**src/rtl/b32c_pkg.sv**
```systemverilog
// Package of the Base32 stream codec: beat types, result codes, register indexes.
// Depends on nothing; used by every module of the codec.
`timescale 1ns / 1ps
`default_nettype none

package b32c_pkg;

  localparam int ALPHA_WORDS = 4;
  localparam int CFG_INDEX_W = 3;
  localparam int CFG_DATA_W  = 64;

  localparam logic [CFG_INDEX_W-1:0] REG_ALPHA_0 = 3'd0;
  localparam logic [CFG_INDEX_W-1:0] REG_ALPHA_1 = 3'd1;
  localparam logic [CFG_INDEX_W-1:0] REG_ALPHA_2 = 3'd2;
  localparam logic [CFG_INDEX_W-1:0] REG_ALPHA_3 = 3'd3;

  localparam logic [63:0] ALPHA_RESET_0 = 64'd5208208757389214273;
  localparam logic [63:0] ALPHA_RESET_1 = 64'd5786930140093827657;
  localparam logic [63:0] ALPHA_RESET_2 = 64'd6365651522798441041;
  localparam logic [63:0] ALPHA_RESET_3 = 64'd3906085646303844953;

  localparam logic REQ_ENCODE = 1'b0;
  localparam logic REQ_DECODE = 1'b1;

  localparam logic [1:0] KIND_ENC = 2'd0;
  localparam logic [1:0] KIND_DEC = 2'd1;
  localparam logic [1:0] KIND_BAD = 2'd2;

  typedef logic [31:0][7:0] alphabet_t;

  typedef struct packed {
    logic       req_type;
    logic [7:0] data_in;
    logic       last_in;
  } in_item_t;

  typedef struct packed {
    logic [7:0] data_out;
    logic [1:0] out_kind;
    logic       last_out;
  } out_item_t;

  // One classified item: up to three results of a single kind.
  typedef struct packed {
    logic [1:0]      kind;
    logic [1:0]      cnt;
    logic [2:0][7:0] data;
  } job_t;

endpackage

`default_nettype wire

```
**src/rtl/b32c_front.sv**
```systemverilog
// Front end of the Base32 stream codec: alphabet registers, codec state, classification.
// Depends on b32c_pkg; feeds one job per accepted beat with a result into b32c_queue.
`timescale 1ns / 1ps
`default_nettype none

module b32c_front (
  input  wire logic                             clk,
  input  wire logic                             rst_n,
  input  wire logic                             cfg_we,
  input  wire logic [b32c_pkg::CFG_INDEX_W-1:0] cfg_index,
  input  wire logic [b32c_pkg::CFG_DATA_W-1:0]  cfg_wdata,
  input  wire logic                             in_valid,
  output logic                                  in_stall,
  input  wire b32c_pkg::in_item_t               in_data,
  input  wire logic                             q_full,
  output logic                                  q_push,
  output b32c_pkg::job_t                        q_job
);

  logic [b32c_pkg::ALPHA_WORDS-1:0][63:0] alpha_r;
  b32c_pkg::alphabet_t chars;

  logic [3:0] enc_accum_r, enc_accum_nxt;
  logic [2:0] enc_count_r, enc_count_nxt;
  logic [6:0] dec_accum_r, dec_accum_nxt;
  logic [2:0] dec_count_r, dec_count_nxt;

  logic        accept;
  logic [11:0] eacc;
  logic [3:0]  ecnt0, ecnt1, ecnt2;
  logic        etwo, eflush;
  logic [4:0]  g0, g1, gp;
  logic [4:0]  emask;
  logic [3:0]  erem;
  logic [8:0]  epad;

  logic        dfound;
  logic [4:0]  didx;
  logic [11:0] dacc;
  logic [3:0]  dcnt0, dcnt1;
  logic        dbyte_ok;
  logic [7:0]  dbyte;
  logic [7:0]  dmask;

  b32c_pkg::job_t job;

  assign chars    = alpha_r;
  assign in_stall = q_full;
  assign accept   = in_valid && !q_full;

  always_comb begin
    eacc   = {enc_accum_r, in_data.data_in};
    ecnt0  = {1'b0, enc_count_r} + 4'd8;
    g0     = 5'(eacc >> (ecnt0 - 4'd5));
    ecnt1  = ecnt0 - 4'd5;
    etwo   = ecnt1 >= 4'd5;
    g1     = 5'(eacc >> (ecnt1 - 4'd5));
    ecnt2  = etwo ? (ecnt1 - 4'd5) : ecnt1;
    emask  = (5'd1 << ecnt2) - 5'd1;
    erem   = eacc[3:0] & emask[3:0];
    epad   = {5'd0, erem} << (4'd5 - ecnt2);
    gp     = epad[4:0];
    eflush = in_data.last_in && (ecnt2 != 4'd0);
  end

  always_comb begin
    dfound = 1'b0;
    didx   = 5'd0;
    for (int i = 31; i >= 0; i--) begin
      if (chars[i] == in_data.data_in) begin
        dfound = 1'b1;
        didx   = 5'(i);
      end
    end
    dacc     = {dec_accum_r, didx};
    dcnt0    = {1'b0, dec_count_r} + 4'd5;
    dbyte_ok = dcnt0 >= 4'd8;
    dbyte    = 8'(dacc >> (dcnt0 - 4'd8));
    dcnt1    = dbyte_ok ? (dcnt0 - 4'd8) : dcnt0;
    dmask    = (8'd1 << dcnt1) - 8'd1;
  end

  always_comb begin
    job           = '0;
    enc_accum_nxt = enc_accum_r;
    enc_count_nxt = enc_count_r;
    dec_accum_nxt = dec_accum_r;
    dec_count_nxt = dec_count_r;
    if (in_data.req_type == b32c_pkg::REQ_ENCODE) begin
      job.kind    = b32c_pkg::KIND_ENC;
      job.cnt     = 2'd1 + {1'b0, etwo} + {1'b0, eflush};
      job.data[0] = chars[g0];
      job.data[1] = etwo ? chars[g1] : chars[gp];
      job.data[2] = chars[gp];
      if (eflush) begin
        enc_accum_nxt = 4'd0;
        enc_count_nxt = 3'd0;
      end else begin
        enc_accum_nxt = erem;
        enc_count_nxt = ecnt2[2:0];
      end
    end else if (!dfound) begin
      job.kind = b32c_pkg::KIND_BAD;
      job.cnt  = 2'd1;
    end else begin
      job.kind      = b32c_pkg::KIND_DEC;
      job.cnt       = dbyte_ok ? 2'd1 : 2'd0;
      job.data[0]   = dbyte;
      dec_accum_nxt = dacc[6:0] & dmask[6:0];
      dec_count_nxt = dcnt1[2:0];
    end
  end

  assign q_push = accept && (job.cnt != 2'd0);
  assign q_job  = job;

  always_ff @(posedge clk) begin
    if (!rst_n) begin
      alpha_r[0]  <= b32c_pkg::ALPHA_RESET_0;
      alpha_r[1]  <= b32c_pkg::ALPHA_RESET_1;
      alpha_r[2]  <= b32c_pkg::ALPHA_RESET_2;
      alpha_r[3]  <= b32c_pkg::ALPHA_RESET_3;
      enc_accum_r <= '0;
      enc_count_r <= '0;
      dec_accum_r <= '0;
      dec_count_r <= '0;
    end else begin
      if (cfg_we) begin
        case (cfg_index)
          b32c_pkg::REG_ALPHA_0: alpha_r[0] <= cfg_wdata;
          b32c_pkg::REG_ALPHA_1: alpha_r[1] <= cfg_wdata;
          b32c_pkg::REG_ALPHA_2: alpha_r[2] <= cfg_wdata;
          b32c_pkg::REG_ALPHA_3: alpha_r[3] <= cfg_wdata;
          default: ;
        endcase
      end
      if (accept) begin
        enc_accum_r <= enc_accum_nxt;
        enc_count_r <= enc_count_nxt;
        dec_accum_r <= dec_accum_nxt;
        dec_count_r <= dec_count_nxt;
      end
    end
  end

endmodule

`default_nettype wire

```
**src/rtl/b32c_queue.sv**
```systemverilog
// Two-entry job queue between the front end and the back end of the codec.
// Depends on b32c_pkg for the job type.
`timescale 1ns / 1ps
`default_nettype none

module b32c_queue (
  input  wire logic           clk,
  input  wire logic           rst_n,
  input  wire logic           push,
  input  wire b32c_pkg::job_t push_job,
  output logic                full,
  input  wire logic           pop,
  output logic                not_empty,
  output b32c_pkg::job_t      head
);

  b32c_pkg::job_t slot0_r, slot0_nxt, slot1_r, slot1_nxt;
  logic           v0_r, v0_nxt, v1_r, v1_nxt;

  assign full      = v1_r;
  assign not_empty = v0_r;
  assign head      = slot0_r;

  always_comb begin
    slot0_nxt = slot0_r;
    slot1_nxt = slot1_r;
    v0_nxt    = v0_r;
    v1_nxt    = v1_r;
    if (pop) begin
      slot0_nxt = slot1_r;
      v0_nxt    = v1_r;
      v1_nxt    = 1'b0;
      if (push) begin
        if (v1_r) begin
          slot1_nxt = push_job;
          v1_nxt    = 1'b1;
        end else begin
          slot0_nxt = push_job;
          v0_nxt    = 1'b1;
        end
      end
    end else if (push) begin
      if (v0_r) begin
        slot1_nxt = push_job;
        v1_nxt    = 1'b1;
      end else begin
        slot0_nxt = push_job;
        v0_nxt    = 1'b1;
      end
    end
  end

  always_ff @(posedge clk) begin
    if (!rst_n) begin
      v0_r <= 1'b0;
      v1_r <= 1'b0;
    end else begin
      v0_r <= v0_nxt;
      v1_r <= v1_nxt;
    end
    slot0_r <= slot0_nxt;
    slot1_r <= slot1_nxt;
  end

endmodule

`default_nettype wire

```
**src/rtl/b32c_back.sv**
```systemverilog
// Back end: expands each queued job into result beats, one per cycle while not stalled.
// Depends on b32c_pkg; drives the registered result channel.
`timescale 1ns / 1ps
`default_nettype none

module b32c_back (
  input  wire logic           clk,
  input  wire logic           rst_n,
  input  wire logic           job_valid,
  input  wire b32c_pkg::job_t job_in,
  output logic                pop,
  output logic                out_valid,
  input  wire logic           out_stall,
  output b32c_pkg::out_item_t out_data
);

  b32c_pkg::job_t      job_r, job_nxt;
  logic [1:0]          idx_r, idx_nxt;
  logic                busy_r, busy_nxt;
  logic                out_valid_r, out_valid_nxt;
  b32c_pkg::out_item_t out_data_r, out_data_nxt;
  logic                load_ok;
  logic                last_item;

  assign load_ok   = !out_valid_r || !out_stall;
  assign last_item = idx_r == (job_r.cnt - 2'd1);
  assign out_valid = out_valid_r;
  assign out_data  = out_data_r;

  always_comb begin
    job_nxt       = job_r;
    idx_nxt       = idx_r;
    busy_nxt      = busy_r;
    out_valid_nxt = out_valid_r;
    out_data_nxt  = out_data_r;
    pop           = 1'b0;
    if (load_ok) begin
      if (busy_r) begin
        out_valid_nxt         = 1'b1;
        out_data_nxt.data_out = job_r.data[idx_r];
        out_data_nxt.out_kind = job_r.kind;
        out_data_nxt.last_out = last_item;
        if (last_item) begin
          busy_nxt = 1'b0;
        end else begin
          idx_nxt = idx_r + 2'd1;
        end
      end else if (job_valid) begin
        pop                   = 1'b1;
        out_valid_nxt         = 1'b1;
        out_data_nxt.data_out = job_in.data[0];
        out_data_nxt.out_kind = job_in.kind;
        out_data_nxt.last_out = job_in.cnt == 2'd1;
        if (job_in.cnt != 2'd1) begin
          busy_nxt = 1'b1;
          job_nxt  = job_in;
          idx_nxt  = 2'd1;
        end
      end else begin
        out_valid_nxt = 1'b0;
      end
    end
  end

  always_ff @(posedge clk) begin
    if (!rst_n) begin
      busy_r      <= 1'b0;
      out_valid_r <= 1'b0;
      idx_r       <= 2'd0;
    end else begin
      busy_r      <= busy_nxt;
      out_valid_r <= out_valid_nxt;
      idx_r       <= idx_nxt;
    end
    job_r      <= job_nxt;
    out_data_r <= out_data_nxt;
  end

endmodule

`default_nettype wire

```
**src/rtl/base32_stream_codec.sv**
```systemverilog
// Top level of the unpadded Base32 stream codec; joins front end, job queue and back end.
// Depends on b32c_pkg, b32c_front, b32c_queue and b32c_back.
// Each job passes through the job queue register, then the output register of the back end.
// Throughput: one result beat per cycle while out_stall is low; an item yields one to
// three result beats, one per result; a decode beat with no result yields no output beat.
// Reset is synchronous and active low; it clears codec state and loads the default alphabet.
`timescale 1ns / 1ps
`default_nettype none

module base32_stream_codec (
  input  wire logic                             clk,
  input  wire logic                             rst_n,
  input  wire logic                             cfg_we,
  input  wire logic [b32c_pkg::CFG_INDEX_W-1:0] cfg_index,
  input  wire logic [b32c_pkg::CFG_DATA_W-1:0]  cfg_wdata,
  input  wire logic                             in_valid,
  output logic                                  in_stall,
  input  wire b32c_pkg::in_item_t               in_data,
  output logic                                  out_valid,
  input  wire logic                             out_stall,
  output b32c_pkg::out_item_t                   out_data
);

  logic           q_push, q_full, q_pop, q_not_empty;
  b32c_pkg::job_t q_job, q_head;

  b32c_front u_front (
    .clk       (clk),
    .rst_n     (rst_n),
    .cfg_we    (cfg_we),
    .cfg_index (cfg_index),
    .cfg_wdata (cfg_wdata),
    .in_valid  (in_valid),
    .in_stall  (in_stall),
    .in_data   (in_data),
    .q_full    (q_full),
    .q_push    (q_push),
    .q_job     (q_job)
  );

  b32c_queue u_queue (
    .clk       (clk),
    .rst_n     (rst_n),
    .push      (q_push),
    .push_job  (q_job),
    .full      (q_full),
    .pop       (q_pop),
    .not_empty (q_not_empty),
    .head      (q_head)
  );

  b32c_back u_back (
    .clk       (clk),
    .rst_n     (rst_n),
    .job_valid (q_not_empty),
    .job_in    (q_head),
    .pop       (q_pop),
    .out_valid (out_valid),
    .out_stall (out_stall),
    .out_data  (out_data)
  );

endmodule

`default_nettype wire

```
**config.mk**
```make
export PLATFORM = sky130hd
export DESIGN_NAME = base32_stream_codec
export DESIGN_NICKNAME = d
export VERILOG_FILES = /design/src/rtl/b32c_pkg.sv /design/src/rtl/b32c_front.sv /design/src/rtl/b32c_queue.sv /design/src/rtl/b32c_back.sv /design/src/rtl/base32_stream_codec.sv
export SDC_FILE = /design/constraint.sdc
export NUM_CORES = 2
export LEC_CHECK = 0
export BUFFER_PORTS_ARGS = -buffer_cell sky130_fd_sc_hd__buf_2
export CORE_MARGIN = 5
export CORE_UTILIZATION = 45
export DETAILED_ROUTE_END_ITERATION = 10
export SLEW_MARGIN = 10
export SYNTH_ARGS = -nofsm -noshare
export SYNTH_HDL_FRONTEND = slang
export SYNTH_SLANG_ARGS = --single-unit
export TNS_END_PERCENT = 5
```
**constraint.sdc**
```tcl
create_clock -name clk -period 5.85 [get_ports clk]
set_input_delay 1.17 -clock clk [delete_from_list [all_inputs] [get_ports clk]]
set_output_delay 1.17 -clock clk [all_outputs]
set_load 0.005 [all_outputs]
```
==> impl_results.md <==
- Max stage delay on crit path: 580 ps
- Drt initial violations: 2669
- Critical-path top delay cell: ha_1
- Final worst path period share: 88.59%
- DRT Wirelength: 107300 um
- Total power: 7.771 mW
- CP max FO: 26
- Crit path buf inv count: 3
- CTS Buf Count: 42
- Starting Density: 45.53%
- Final ANT Viol Nets: 0
- Fin Hold WS: 436.1 ps
- CP Capture Type: register
- Main synth FF type: dfxtp_1
- Skew-Pair Late Insertion Delay: 590 ps
- Syn Area/Cell: 8.324 um^2
- Hold Fails Final Rpt: 0
- CP delay by family, top: simple AND/OR/NAND/NOR gates
- DP HPWL: 78180 um
- Worst hold path class: register to register
- Global-route wire length before repair: 156200 um
- Ant. Diodes: 0
- Crit Path Class: register to register
- Setup TNS Final: 0 ps
- Die Ht: 249.3 um
- Pwr dens: 274.9 nW/um^2
- Run status: complete, no violations
- Dpl cell area: 26840 um^2
- Max Clock Skew: 19.21 ps
- Clk sinks: 374
- Initial antenna violation count: 2
- # DRC: 0
- H-tree levels: 2
- Critical-path cell list: clkinv_1 > ha_1 > buf_4 > nor2b_1 > nand3_1 > a31o_2 > and2_1 > nand2b_1 > buf_4 > o22ai_1 > o41ai_1 > and3_1 > o221ai_1 > mux2_2
- Synth Register Bits: 374
- RSZ-0062 raised after global routing: no
- Post-CTS Repair Setup Buffers: 0
- Cell Area, Synth: 25770 um^2
- Sequential area share after synthesis: 32.74%
- Fin. max-slew vios: 0
- Gr ovfl total: 0
- Syn-to-layout area delta: 9.681%
- Max Cap Viol: 0
- Post-synth EDFFs: 95
- Clk root buf: clkbuf_16
- Vias: 24360
- Max clock buf depth: 3
- Post-route cell area: 28270 um^2
- Cts repair resizes: 0
- CP required: 6180 ps
- Pre-Repair DR Iteration Count: 6
- Most frequent cells in the layout: nand2_1 (741), dfxtp_1 (279), a21oi_1 (257)
- CP startpoint kind: register
- Least-Margin Pin Slew: 1156 ps
- Distinct cells, synth: 90
- Setup-failing EPs final: 0
- Arr. time, crit path: 5510 ps
- Share of cells above drive strength 1: 12.86%
- Yosys Warn Count: 0
- Final nets: 3172
- Max VDD drop: 0.2598 mV
- Fillers: 5495
- Row count: 87
- PortBufs: 94
- Wire per inst: 27.75 um
- CTS tree: built
- Maximum clock frequency: 193.0 MHz
- Vias in the first global route: 22950
- Hold Buf Count CTS: 0
- Cells after synthesis: 3096
- Post-DR vias/cell: 6.301
- Area of the core: 56600 um^2
- Die width: 249.3 um
- Lkg Pwr: 10.81 nW
- Reg clk slew, reported paths: 60 ps
- Largest net degree at the start of global routing: 96
- CP dominant cell by count: buf_4
- Most common cell after layout, fill and taps aside: nand2_1
- Post-synth net total: 3191
- Post-layout min period: 5182 ps
- Die Area: 62160 um^2
- Boundary pin count: 95
- Max transition margin: 22.75%
- Async SR Flop Fraction: 0%
- GRT Util Overall: 32.83%
- Global placer's final weighted congestion: 1.045
synthesized netlist by cell type (5+ instances only):
cell	n	share of area, %
a211o_1	6	0.20
a211oi_1	18	0.52
a21oi_1	258	5.0
a221oi_1	23	0.78
a22o_1	15	0.51
a22oi_1	20	0.58
a311oi_1	9	0.31
a31oi_1	18	0.44
and2_1	33	0.80
and3_1	15	0.36
buf_1	18	0.26
buf_2	38	0.74
buf_4	40	1.2
buf_6	13	0.57
clkbuf_1	132	1.9
dfxtp_1	279	22
edfxtp_1	95	11
ha_1	13	0.63
inv_1	14	0.20
mux2_2	54	2.4
mux2i_1	253	9.8
mux4_2	54	4.7
nand2_1	742	11
nand2b_1	9	0.22
nand3_1	131	2.5
nand4_1	42	1.0
nor2_1	126	1.8
nor2b_1	20	0.49
nor3_1	27	0.52
nor4_1	38	0.92
o2111ai_1	8	0.27
o211ai_1	13	0.38
o21a_1	6	0.17
o21ai_0	88	1.7
o221ai_1	8	0.27
o22ai_1	44	1.1
o32ai_1	6	0.20
o41ai_1	8	0.27
or2_2	5	0.12
or3_1	5	0.12
xnor2_1	136	4.6
xor2_1	131	4.5
logic make-up after synthesis:
| kind of cell | count (synthesis) | synth area share (%) |
|---|---|---|
| AND/OR/NAND/NOR | 1219 | 20.71 |
| AO/OA/AOI/OAI | 595 | 14.37 |
| flip-flops | 374 | 32.74 |
| multiplexers | 364 | 17.20 |
| XOR/XNOR | 270 | 9.263 |
| buffers and inverters | 261 | 5.083 |
| adder cells (fa/ha/maj) | 13 | 0.6312 |
power by group:
| part | internal, mW | total, mW | switching (mW) |
|---|---|---|---|
| Sequential | 2.86 | 3.03 | 0.170 |
| Combinational | 0.759 | 2.01 | 1.25 |
| Clock | 1.57 | 2.74 | 1.17 |
| Total | 5.18 | 7.77 | 2.59 |
state kept, by name (all words and copies together) (netlist names):
register / cells
u_front.alpha_r: 256
u_back.job_r: 28
u_queue.head: 28
u_queue.slot1_r: 28
u_back.out_data: 11
u_front.dec_accum_r: 7
u_front.enc_accum_r: 4
u_front.dec_count_r: 3
u_front.enc_count_r: 3
u_back.idx_r: 2
u_back.busy_r: 1
u_back.out_valid: 1
u_queue.full: 1
u_queue.not_empty: 1
through the flow:
stage | setup WS, ps | std cells | utilization [%]
global route | 462.8 | 3866 | 49.94
global placement | 674.2 | 3789 | 47.41
detailed placement | 637.9 | 3789 | 47.41
CTS | 821.0 | 3866 | 49.94
finish | 667.5 | 3866 | 49.94
floorplan | 201.7 | 3096 | -
worst paths after layout:
check	cells past startpoint	slack [ps]	from	end
max	14	670	u_front.enc_count_r[0]	u_queue.head[14]
min	0	440	u_queue.head[17]	u_back.job_r[17]
max reg2reg	14	670	u_front.enc_count_r[0]	u_queue.head[14]
min reg2reg	0	440	u_queue.head[17]	u_back.job_r[17]
per-layer routing:
layer	up-vias	routed length, um	global-route usage [%]
li1	10970	-	-
met1	11860	43630	43.47
met2	1256	50660	54.48
met3	275	8317	5.398
met4	0	4676	11.76
met5	-	0	0
cell type report:
type                            count  area, um^2  share of cell area (%)
Sequential cell                   374        8438                   29.85
Timing Repair Buffer              182        1271                   4.497
Clock inverter                     24       265.3                  0.9384
Multi-Input combinational cell   2461       16120                   57.03
Clock buffer                       53        1162                   4.112
Tap cell                          756       945.9                   3.346
Inverter                           16       62.56                  0.2213
worst reg2reg max path, delay by kind of cell (launching register included):
kind,cells,cell delay (ps)
AO/OA/AOI/OAI,4,1230
multiplexers,1,370
flip-flops,1,340
buffers and inverters,3,950
adder cells (fa/ha/maj),1,580
AND/OR/NAND/NOR,5,1450
(Power assumes the default switching activity.)
